### config.mk
export PLATFORM = sky130hd
export DESIGN_NAME = spectrum_bar_peak_hold_render_top
export DESIGN_NICKNAME = d
export VERILOG_FILES = /design/src/hdl/sbph_pkg.sv /design/src/hdl/spectrum_bar_peak_hold_render_top.sv /design/src/hdl/sbph_ram.sv
export SDC_FILE = /design/constraint.sdc
export NUM_CORES = 1
export LEC_CHECK = 0
export BUFFER_PORTS_ARGS = -buffer_cell sky130_fd_sc_hd__clkbuf_2
export CAP_MARGIN = 20
export CORE_ASPECT_RATIO = 1.75
export CORE_MARGIN = 2
export CORE_UTILIZATION = 55
export CTS_BUF_LIST = sky130_fd_sc_hd__clkbuf_8 sky130_fd_sc_hd__clkbuf_16
export DETAILED_ROUTE_END_ITERATION = 16
export HOLD_SLACK_MARGIN = 0.15
export PLACE_DENSITY = 0.78
export SLEW_MARGIN = 20
export SYNTH_ARGS = -nofsm -noshare
export SYNTH_HDL_FRONTEND = slang
export SYNTH_SLANG_ARGS = --single-unit
### constraint.sdc
create_clock -name clk_i -period 5.1 [get_ports clk_i]
set_input_delay 0.51 -clock clk_i [delete_from_list [all_inputs] [get_ports clk_i]]
set_output_delay 0.51 -clock clk_i [all_outputs]
set_load 0.1 [all_outputs]
### src/hdl/sbph_pkg.sv
package sbph_pkg;

  localparam int unsigned ROW_COUNT_DEF    = 20;
  localparam int unsigned COLUMN_COUNT_DEF = 14;
  localparam int unsigned DECAY_PERIOD_DEF = 3;

  localparam int unsigned BAND_W      = 4;
  localparam int unsigned LEVEL_W     = 10;
  localparam int unsigned COLOR_W     = 8;
  localparam int unsigned LED_INDEX_W = 9;

  localparam int unsigned S_TDATA_W = 16;
  localparam int unsigned M_TDATA_W = 40;

  localparam int unsigned CFG_INDEX_W = 3;
  localparam int unsigned CFG_DATA_W  = 10;

  localparam int unsigned FULL_SCALE = 1023;
  localparam int unsigned COLOR_MAX  = 255;

  localparam logic [LEVEL_W-1:0] NOISE_FLOOR_RST = 10'd120;

  typedef enum logic [CFG_INDEX_W-1:0] {
    CFG_NOISE_FLOOR = 3'd0,
    CFG_COLOR_MODE  = 3'd1,
    CFG_BAR_RED     = 3'd2,
    CFG_BAR_GREEN   = 3'd3,
    CFG_BAR_BLUE    = 3'd4,
    CFG_PEAK_RED    = 3'd5,
    CFG_PEAK_GREEN  = 3'd6,
    CFG_PEAK_BLUE   = 3'd7
  } cfg_reg_e;

  typedef enum logic [1:0] {
    CM_OFF     = 2'd0,
    CM_RAINBOW = 2'd1,
    CM_FIXED   = 2'd2,
    CM_UNUSED  = 2'd3
  } color_mode_e;

endpackage

### src/hdl/spectrum_bar_peak_hold_render_top.sv
// Each accepted band below COLUMN_COUNT yields ROW_COUNT pixel beats, one per cycle
// unless the output stalls; the pixel emitter sets the pace at which bands are taken.
// A band reaches the output via the lookup, hand-off, emitter and output registers.
// After the last band of every DECAY_PERIOD-th frame the peak memory is swept, one
// entry per cycle, and no band is taken while the sweep runs.
// Reset is asynchronous and active low; it clears all peaks and restores the registers.
module spectrum_bar_peak_hold_render_top #(
  parameter int unsigned ROW_COUNT    = sbph_pkg::ROW_COUNT_DEF,
  parameter int unsigned COLUMN_COUNT = sbph_pkg::COLUMN_COUNT_DEF,
  parameter int unsigned DECAY_PERIOD = sbph_pkg::DECAY_PERIOD_DEF
) (
  input  logic                               clk_i,
  input  logic                               rst_ni,
  input  logic                               s_axis_tvalid,
  output logic                               s_axis_tready,
  // band [3:0], level [13:4], zero [15:14]
  input  logic [sbph_pkg::S_TDATA_W-1:0]     s_axis_tdata,
  output logic                               m_axis_tvalid,
  input  logic                               m_axis_tready,
  // led_index [8:0], red [16:9], green [24:17], blue [32:25], zero [39:33]
  output logic [sbph_pkg::M_TDATA_W-1:0]     m_axis_tdata,
  output logic                               m_axis_tlast,
  input  logic                               cfg_valid_i,
  output logic                               cfg_ready_o,
  input  logic [sbph_pkg::CFG_INDEX_W-1:0]   cfg_index_i,
  input  logic [sbph_pkg::CFG_DATA_W-1:0]    cfg_data_i
);

  import sbph_pkg::*;

  localparam int unsigned RW = $clog2(ROW_COUNT);
  localparam int unsigned HW = $clog2(ROW_COUNT + 1);
  localparam int unsigned AW = $clog2(COLUMN_COUNT > 1 ? COLUMN_COUNT : 2);
  localparam int unsigned PW = $clog2(DECAY_PERIOD > 1 ? DECAY_PERIOD : 2);
  localparam int unsigned XW = LEVEL_W + HW;
  localparam int unsigned EW = RW + 1;

  localparam int Q        = ROW_COUNT / 4;
  localparam int QD1      = (Q > 1) ? Q - 1 : 1;
  localparam int TOP_SPAN = ROW_COUNT - 3 * Q;

  // Rainbow gradient table, one entry per row.
  logic [COLOR_W-1:0] grad_red   [ROW_COUNT];
  logic [COLOR_W-1:0] grad_green [ROW_COUNT];
  logic [COLOR_W-1:0] grad_blue  [ROW_COUNT];

  for (genvar gr = 0; gr < ROW_COUNT; gr++) begin : g_grad
    localparam int RV = gr;
    localparam int G_FIRST = (RV == 0) ? 0 :
                             ((Q > 1) ? ((RV - 1) * COLOR_MAX) / QD1 : COLOR_MAX);
    localparam int G_RED = (RV <= 2 * Q) ? 0 :
                           (RV <= 3 * Q) ? ((RV - 2 * Q) * COLOR_MAX) / Q : COLOR_MAX;
    localparam int G_GRN = (RV <= Q) ? G_FIRST :
                           (RV <= 3 * Q) ? COLOR_MAX : ((RV - 3 * Q) * COLOR_MAX) / TOP_SPAN;
    localparam int G_BLU = (RV <= Q) ? COLOR_MAX :
                           (RV <= 2 * Q) ? COLOR_MAX - ((RV - Q) * COLOR_MAX) / Q : 0;
    assign grad_red[gr]   = COLOR_W'(G_RED);
    assign grad_green[gr] = COLOR_W'(G_GRN);
    assign grad_blue[gr]  = COLOR_W'(G_BLU);
  end

  // Configuration registers.
  logic [LEVEL_W-1:0] noise_floor_q;
  color_mode_e        color_mode_q;
  logic [COLOR_W-1:0] bar_red_q, bar_green_q, bar_blue_q;
  logic [COLOR_W-1:0] peak_red_q, peak_green_q, peak_blue_q;

  assign cfg_ready_o = 1'b1;

  always_ff @(posedge clk_i or negedge rst_ni) begin
    if (!rst_ni) begin
      noise_floor_q <= NOISE_FLOOR_RST;
      color_mode_q  <= CM_RAINBOW;
      bar_red_q     <= '0;
      bar_green_q   <= '0;
      bar_blue_q    <= '0;
      peak_red_q    <= '0;
      peak_green_q  <= '0;
      peak_blue_q   <= '0;
    end else if (cfg_valid_i) begin
      case (cfg_reg_e'(cfg_index_i))
        CFG_NOISE_FLOOR: noise_floor_q <= cfg_data_i[LEVEL_W-1:0];
        CFG_COLOR_MODE:  color_mode_q  <= color_mode_e'(cfg_data_i[1:0]);
        CFG_BAR_RED:     bar_red_q     <= cfg_data_i[COLOR_W-1:0];
        CFG_BAR_GREEN:   bar_green_q   <= cfg_data_i[COLOR_W-1:0];
        CFG_BAR_BLUE:    bar_blue_q    <= cfg_data_i[COLOR_W-1:0];
        CFG_PEAK_RED:    peak_red_q    <= cfg_data_i[COLOR_W-1:0];
        CFG_PEAK_GREEN:  peak_green_q  <= cfg_data_i[COLOR_W-1:0];
        CFG_PEAK_BLUE:   peak_blue_q   <= cfg_data_i[COLOR_W-1:0];
        default: ;
      endcase
    end
  end

  // Input decode and bar height.
  logic [BAND_W-1:0]  in_band;
  logic [LEVEL_W-1:0] in_level, lvl_gated;
  logic [XW-1:0]      scaled;
  logic [HW-1:0]      h_coarse, in_h;
  logic [10:0]        h_rem;
  logic               in_range, in_fire;

  assign in_band   = s_axis_tdata[BAND_W-1:0];
  assign in_level  = s_axis_tdata[BAND_W+LEVEL_W-1:BAND_W];
  assign in_range  = 7'(in_band) < 7'(COLUMN_COUNT);
  assign lvl_gated = (in_level < noise_floor_q) ? '0 : in_level;
  assign scaled    = XW'(lvl_gated) * XW'(ROW_COUNT);
  assign h_coarse  = scaled[XW-1:LEVEL_W];
  assign h_rem     = 11'(scaled[LEVEL_W-1:0]) + 11'(h_coarse);
  assign in_h      = h_coarse + HW'(h_rem >= 11'(FULL_SCALE));

  // Pipeline state.
  logic          s1_v_q, s1_last_q;
  logic [AW-1:0] s1_addr_q;
  logic [HW-1:0] s1_h_q;

  logic                   s2_v_q, s2_black_q, s2_odd_q;
  logic [HW-1:0]          s2_h_q;
  logic [RW-1:0]          s2_mark_q;
  logic [LED_INDEX_W-1:0] s2_base_q;

  logic                   em_v_q, em_black_q, em_odd_q;
  logic [HW-1:0]          em_h_q;
  logic [RW-1:0]          em_mark_q, em_i_q, em_row_q;
  logic [LED_INDEX_W-1:0] em_base_q;

  logic                   out_v_q, out_last_q;
  logic [M_TDATA_W-1:0]   out_data_q;

  logic          sw_rd_q, sw_wb_q;
  logic [AW-1:0] sw_cnt_q, sw_wb_addr_q;
  logic [PW-1:0] phase_q;

  logic [COLUMN_COUNT-1:0] entry_valid_q;
  logic                    rd_valid_q;

  assign s_axis_tready = !s1_v_q && !s2_v_q && !sw_rd_q && !sw_wb_q;
  assign in_fire       = s_axis_tvalid && s_axis_tready;

  // Peak memory: {peak row, pause flag}.
  logic          ram_we;
  logic [AW-1:0] ram_waddr, ram_raddr;
  logic [EW-1:0] ram_wdata, ram_rdata, entry;

  assign ram_raddr = sw_rd_q ? sw_cnt_q : AW'(in_band);
  assign entry     = rd_valid_q ? ram_rdata : '0;

  sbph_ram #(
    .WIDTH (EW),
    .DEPTH (COLUMN_COUNT)
  ) u_peak_ram (
    .clk_i   (clk_i),
    .we_i    (ram_we),
    .waddr_i (ram_waddr),
    .wdata_i (ram_wdata),
    .raddr_i (ram_raddr),
    .rdata_o (ram_rdata)
  );

  // Lookup stage: peak compare and write back.
  logic [RW-1:0]          s1_peak, s1_mark;
  logic [HW-1:0]          s1_hm1;
  logic                   s1_new;
  logic [AW-1:0]          s1_col;
  logic [LED_INDEX_W-1:0] s1_base;
  logic                   decay_start;
  logic [RW-1:0]          dec_row;
  logic [EW-1:0]          dec_entry;

  assign s1_peak = entry[EW-1:1];
  assign s1_hm1  = s1_h_q - HW'(1);
  assign s1_new  = (s1_h_q != '0) && (s1_hm1 > HW'(s1_peak));
  assign s1_mark = s1_new ? RW'(s1_hm1) : s1_peak;
  assign s1_col  = AW'(COLUMN_COUNT - 1) - s1_addr_q;
  assign s1_base = LED_INDEX_W'(s1_col * ROW_COUNT);

  assign decay_start = s1_v_q && s1_last_q && (phase_q == PW'(DECAY_PERIOD - 1));

  assign dec_row   = (entry[0] || s1_peak == '0) ? s1_peak : s1_peak - RW'(1);
  assign dec_entry = {dec_row, 1'b0};

  assign ram_we    = (s1_v_q && s1_new) || sw_wb_q;
  assign ram_waddr = sw_wb_q ? sw_wb_addr_q : s1_addr_q;
  assign ram_wdata = sw_wb_q ? dec_entry : {RW'(s1_hm1), 1'b1};

  always_ff @(posedge clk_i or negedge rst_ni) begin
    if (!rst_ni) begin
      entry_valid_q <= '0;
      rd_valid_q    <= 1'b0;
    end else begin
      rd_valid_q <= entry_valid_q[ram_raddr];
      if (ram_we) begin
        entry_valid_q[ram_waddr] <= 1'b1;
      end
    end
  end

  always_ff @(posedge clk_i or negedge rst_ni) begin
    if (!rst_ni) begin
      s1_v_q       <= 1'b0;
      sw_rd_q      <= 1'b0;
      sw_wb_q      <= 1'b0;
      sw_cnt_q     <= '0;
      sw_wb_addr_q <= '0;
      phase_q      <= '0;
    end else begin
      s1_v_q       <= in_fire && in_range;
      sw_wb_q      <= sw_rd_q;
      sw_wb_addr_q <= sw_cnt_q;
      if (decay_start) begin
        sw_rd_q  <= 1'b1;
        sw_cnt_q <= '0;
      end else if (sw_rd_q) begin
        if (sw_cnt_q == AW'(COLUMN_COUNT - 1)) begin
          sw_rd_q <= 1'b0;
        end else begin
          sw_cnt_q <= sw_cnt_q + AW'(1);
        end
      end
      if (s1_v_q && s1_last_q) begin
        phase_q <= decay_start ? '0 : phase_q + PW'(1);
      end
    end
  end

  always_ff @(posedge clk_i) begin
    if (in_fire) begin
      s1_addr_q <= AW'(in_band);
      s1_last_q <= 7'(in_band) == 7'(COLUMN_COUNT - 1);
      s1_h_q    <= in_h;
    end
  end

  // Hand-off to the pixel emitter.
  logic em_fire, em_end, em_load;

  assign em_fire = em_v_q && (!out_v_q || m_axis_tready);
  assign em_end  = em_fire && (em_i_q == RW'(ROW_COUNT - 1));
  assign em_load = s2_v_q && (!em_v_q || em_end);

  always_ff @(posedge clk_i or negedge rst_ni) begin
    if (!rst_ni) begin
      s2_v_q  <= 1'b0;
      em_v_q  <= 1'b0;
      out_v_q <= 1'b0;
    end else begin
      if (s1_v_q) begin
        s2_v_q <= 1'b1;
      end else if (em_load) begin
        s2_v_q <= 1'b0;
      end
      if (em_load) begin
        em_v_q <= 1'b1;
      end else if (em_end) begin
        em_v_q <= 1'b0;
      end
      if (em_fire) begin
        out_v_q <= 1'b1;
      end else if (m_axis_tready) begin
        out_v_q <= 1'b0;
      end
    end
  end

  always_ff @(posedge clk_i) begin
    if (s1_v_q) begin
      s2_h_q     <= s1_h_q;
      s2_mark_q  <= s1_mark;
      s2_black_q <= s1_new;
      s2_odd_q   <= s1_col[0];
      s2_base_q  <= s1_base;
    end
    if (em_load) begin
      em_h_q     <= s2_h_q;
      em_mark_q  <= s2_mark_q;
      em_black_q <= s2_black_q;
      em_odd_q   <= s2_odd_q;
      em_base_q  <= s2_base_q;
      em_i_q     <= '0;
      em_row_q   <= s2_odd_q ? RW'(ROW_COUNT - 1) : '0;
    end else if (em_fire) begin
      em_i_q   <= em_i_q + RW'(1);
      em_row_q <= em_odd_q ? em_row_q - RW'(1) : em_row_q + RW'(1);
    end
  end

  // Pixel color.
  logic [COLOR_W-1:0]     px_red, px_green, px_blue;
  logic [LED_INDEX_W-1:0] px_index;

  assign px_index = em_base_q + LED_INDEX_W'(em_i_q);

  always_comb begin
    px_red   = '0;
    px_green = '0;
    px_blue  = '0;
    if (HW'(em_row_q) < em_h_q) begin
      case (color_mode_q)
        CM_RAINBOW: begin
          px_red   = grad_red[em_row_q];
          px_green = grad_green[em_row_q];
          px_blue  = grad_blue[em_row_q];
        end
        CM_FIXED: begin
          px_red   = bar_red_q;
          px_green = bar_green_q;
          px_blue  = bar_blue_q;
        end
        default: ;
      endcase
    end
    if (em_row_q == em_mark_q) begin
      if (em_black_q) begin
        px_red   = '0;
        px_green = '0;
        px_blue  = '0;
      end else begin
        px_red   = peak_red_q;
        px_green = peak_green_q;
        px_blue  = peak_blue_q;
      end
    end
  end

  always_ff @(posedge clk_i) begin
    if (em_fire) begin
      out_data_q <= M_TDATA_W'({px_blue, px_green, px_red, px_index});
      out_last_q <= em_i_q == RW'(ROW_COUNT - 1);
    end
  end

  assign m_axis_tvalid = out_v_q;
  assign m_axis_tdata  = out_data_q;
  assign m_axis_tlast  = out_last_q;

endmodule

### src/hdl/sbph_ram.sv
module sbph_ram #(
  parameter int unsigned WIDTH = 8,
  parameter int unsigned DEPTH = 16
) (
  input  logic                                       clk_i,
  input  logic                                       we_i,
  input  logic [$clog2(DEPTH > 1 ? DEPTH : 2)-1:0]   waddr_i,
  input  logic [WIDTH-1:0]                           wdata_i,
  input  logic [$clog2(DEPTH > 1 ? DEPTH : 2)-1:0]   raddr_i,
  output logic [WIDTH-1:0]                           rdata_o
);

  logic [WIDTH-1:0] mem_q [DEPTH];
  logic [WIDTH-1:0] rdata_q;

  always_ff @(posedge clk_i) begin
    if (we_i) begin
      mem_q[waddr_i] <= wdata_i;
    end
    rdata_q <= mem_q[raddr_i];
  end

  assign rdata_o = rdata_q;

endmodule

==> results by group <==
Clocking
  • Root buffer cell: clkbuf_16
  • Clk buf depth: 3
  • CTS tree: yes
  • Htree depth: 1
  • Clock slew at reported path FFs: 0.07 ns
  • Num CTS Buffers: 24
  • Clk_lat worst skew: ~0.53 ns
  • CTS sink cnt: ~270

Floorplan
  • FP Rows: 73
  • Die span in x: about 120 µm
  • Core area: approximately 23,000 µm²
  • Die area: approximately 25,000 µm²
  • Chip height: roughly 200 µm
  • Initial Util: ~56%
  • I/O pins: 78

Worst setup path
  • Crit path DAT: 5.47 ns
  • Worst-path maximum fanout: 8
  • Crit Path Class: flip-flop to flip-flop
  • Required time worst endpoint: 5.36 ns
  • Crit path max-delay family: compound AO/OA/AOI/OAI gates
  • CP startpoint kind: flip-flop
  • CP endpoint kind: flip-flop
  • Critical Path Slowest Stage Cell: dfstp_2
  • Most used cell, CP: ha_4
  • Slowest Stage Delay on Critical Path: 0.53 ns
  • CP bufs+invs: 4

Finish
  • Number of diodes: 0
  • Fill cells: between 1,500 and 2,000
  • Footprint of the multi-input gates: 5260 µm²
  • Count of non-filler cells in the finished layout: about 1,400
  • Area grow syn2layout: 17.3%
  • Share of layout cells above drive strength 1: approximately 30%
  • Storage cell area: about 7600 µm²
  • Nets: 1,154

Place
  • DP Worst Slack: -0.304 ns
  • Final HPWL DP: 18.4 mm
  • Routability cong.: approximately 0.86
  • Placed cells: 1,319
  • Port bufs: 67

Synthesis
  • Synth warn: 0
  • Synth unique cells: 71
  • Async SR Flop Fraction: roughly 34%
  • Seq/Total Area, Yosys: 59.3%
  • Commonest cells post-synth: edfxtp_1 (169), dfrtp_1 (86), nand2_1 (81)
  • Top cells by area, synth: edfxtp_1 (40%), dfrtp_1 (17%), ha_1 (6.2%), mux2_2 (5.0%), mux4_2 (3.7%)
  • Mapped Area: roughly 13,000 µm²
  • Most common cell in the netlist: edfxtp_1
  • EDFF count, synth: roughly 170
  • Synth Flop Type: edfxtp_1
  • Cell taking the most area after synthesis: edfxtp_1
  • Synthesized netlist cell count: between 900 and 1,000
  • #FFs+latches synth: between 200 and 300
  • Top cell type's share of synthesized area: 39.7%
  • Syn_area_per_cell: roughly 14 µm²

Power
  • Pleak: 6.04 nW
  • Post-route total power: 7.64 mW
  • Peak supply drop: between 300 and 400 µV
  • Pwr/cell area: just over 500 nW/µm²

Timing
  • Setup_tns: -0.299 ns
  • Achievable clock frequency: 192 MHz
  • Period utilization: 102%
  • Worst slew pin tran: roughly 0.94 ns
  • Final hold violations: 0
  • Fin. max-slew vios: 0
  • Rel. slew slack: between 30% and 40%
  • Skew final: between 0.02 and 0.025 ns
  • RSZ-0062 raised after global routing: true
  • Post-route minimum period: 5.21 ns
  • Final worst slack: -0.111 ns
  • Setup violators final: 4

Run
  • Max-Cap Viols: 0

GRT
  • Largest net degree at the start of global routing: 62
  • Grt total ovfl: 0
  • Vias in the first global route: 8,375
  • First-pass GRT wire length: approximately 43 mm
  • Initial antenna violation count: 0
  • GR Util All Layers: 22.4%

Drt
  • M1 WL: a little over 9 mm
  • Per-cell routed wire length: roughly 20 µm
  • Final wirelength: 27.2 mm
  • DRT iter0 DRCs: between 400 and 500
  • Met3 wire length: between 1 and 1.5 mm
  • DR WL met2: about 15 mm
  • Top sig layer: met4
  • Vias: around 7,900
  • Drt drc: 0
  • Final ANT Viol Nets: 0
  • Vias per cell: 5.78
  • DRT Pass-1 Iters: 5

Run status
  • Status: finished, violations left
  • Failing checks: negative setup slack

Min path
  • Worst Hold Class: input pin to flip-flop
## area by class of cell
class | count | area share, %
Timing Repair Buffer | 120 | 5.03
Clock inverter | 16 | 1.09
Tap cell | 300 | 2.51
Sequential cell | 271 | 50.6
Inverter | 41 | 1.03
Clock buffer | 28 | 4.68
Multi-Input combinational cell | 596 | 35.1
## state kept, by name, indices dropped and copies added (netlist names), 6 cells and up
name                cells
peak_red_q              8
bar_blue_q              8
em_base_q               7
u_peak_ram.rdata_o      6
noise_floor_q          10
peak_green_q            8
s2_base_q               7
u_peak_ram.mem_q       84
entry_valid_q          14
bar_green_q             8
m_axis_tdata           33
bar_red_q               8
peak_blue_q             8
## through the flow
stage                     utilization (%)  cell area (µm²)  hold slack [ns]
after floorplan                         -            12800            0.214
after global placement               60.2            13700            0.402
after detailed placement             60.2            13700            0.405
after CTS                            65.2            14800            0.185
after global routing                 65.9            15000            0.216
final                                65.9            15000            0.197
## cell families (layout without fill, tap and decap cells)
| kind of cell | Yosys count | count (layout) | synth area share, % |
|---|---|---|---|
| mux | 97 | 97 | 10.8 |
| buf+inv | 79 | 205 | 2.73 |
| other cells | 2 | 8 | 0.0588 |
| xor+xnor | 39 | 39 | 2.67 |
| compound gates | 161 | 161 | 9.10 |
| simple gates | 225 | 225 | 8.63 |
| fa+ha+maj | 66 | 66 | 6.64 |
| flops | 271 | 271 | 59.3 |
## worst paths after layout
path                                  start            end  slack [ns]  depth (start not counted)
setup / recovery           noise_floor_q[4]      s1_h_q[3]       -0.11                         27
hold / removal                s_axis_tvalid         s1_v_q        0.20                          3
setup reg to reg           noise_floor_q[4]      s1_h_q[3]       -0.11                         27
hold reg to reg                s2_mark_q[2]   em_mark_q[2]        0.42                          0
max in group asynchronous            rst_ni  peak_red_q[7]        3.47                          3
min in group asynchronous            rst_ni    sw_cnt_q[3]        0.45                          2
## power breakdown
| group | internal (mW) | switching, mW |
|---|---|---|
| registers | 2.89 | 0.300 |
| clock network | 1.14 | 0.813 |
| logic | 0.952 | 1.55 |
## layout by cell type, fill, tap and decap left out, drive strengths merged, types with 24 or more instances in the layout
cell,Yosys,routed
edfxtp,169,169
clkbuf,23,94
dfrtp,86,86
nand2,81,81
ha,63,63
mux2,57,57
buf,15,53
nor2,50,50
inv,41,45
o21ai,36,36
a21oi,31,31
a22o,26,26
mux4,25,25
xnor2,24,24
## metal layers
metal,vias to the layer above,GRT usage (%)
li1,3696,-
met1,3933,22.5
met2,213,43.9
met3,86,2.97
met4,0,12.0
met5,-,0
## what timing repair did
item / 4_1_cts / 5_1_grt
resized for setup: 40 / 22
setup endpoints to repair: 4 / 5
buffers inserted: 4 / 4
hold endpoints to repair: 30 / 0
pin swaps: 28 / 19
hold buffers: 1 / 0
## worst register-to-register path, cell delays in order (launching register included)
cell and delay [ns]:
dfstp_2 0.53, inv_2 0.04, ha_4 0.21, a21o_1 0.19
a221oi_4 0.34, o21ai_4 0.11, buf_6 0.16, and2_4 0.16
ha_4 0.16, ha_4 0.16, a21o_1 0.19, a21oi_2 0.17
o21bai_2 0.10, o21a_1 0.21, nor2_4 0.13, xnor2_2 0.12
ha_4 0.20, ha_4 0.28, nand3_4 0.07, nor3_4 0.17
buf_6 0.13, buf_4 0.10, nand3_1 0.07, a211o_1 0.27
a31oi_1 0.19, ha_2 0.25, nand3_2 0.08, xnor2_1 0.15
(Power assumes the default switching activity.)
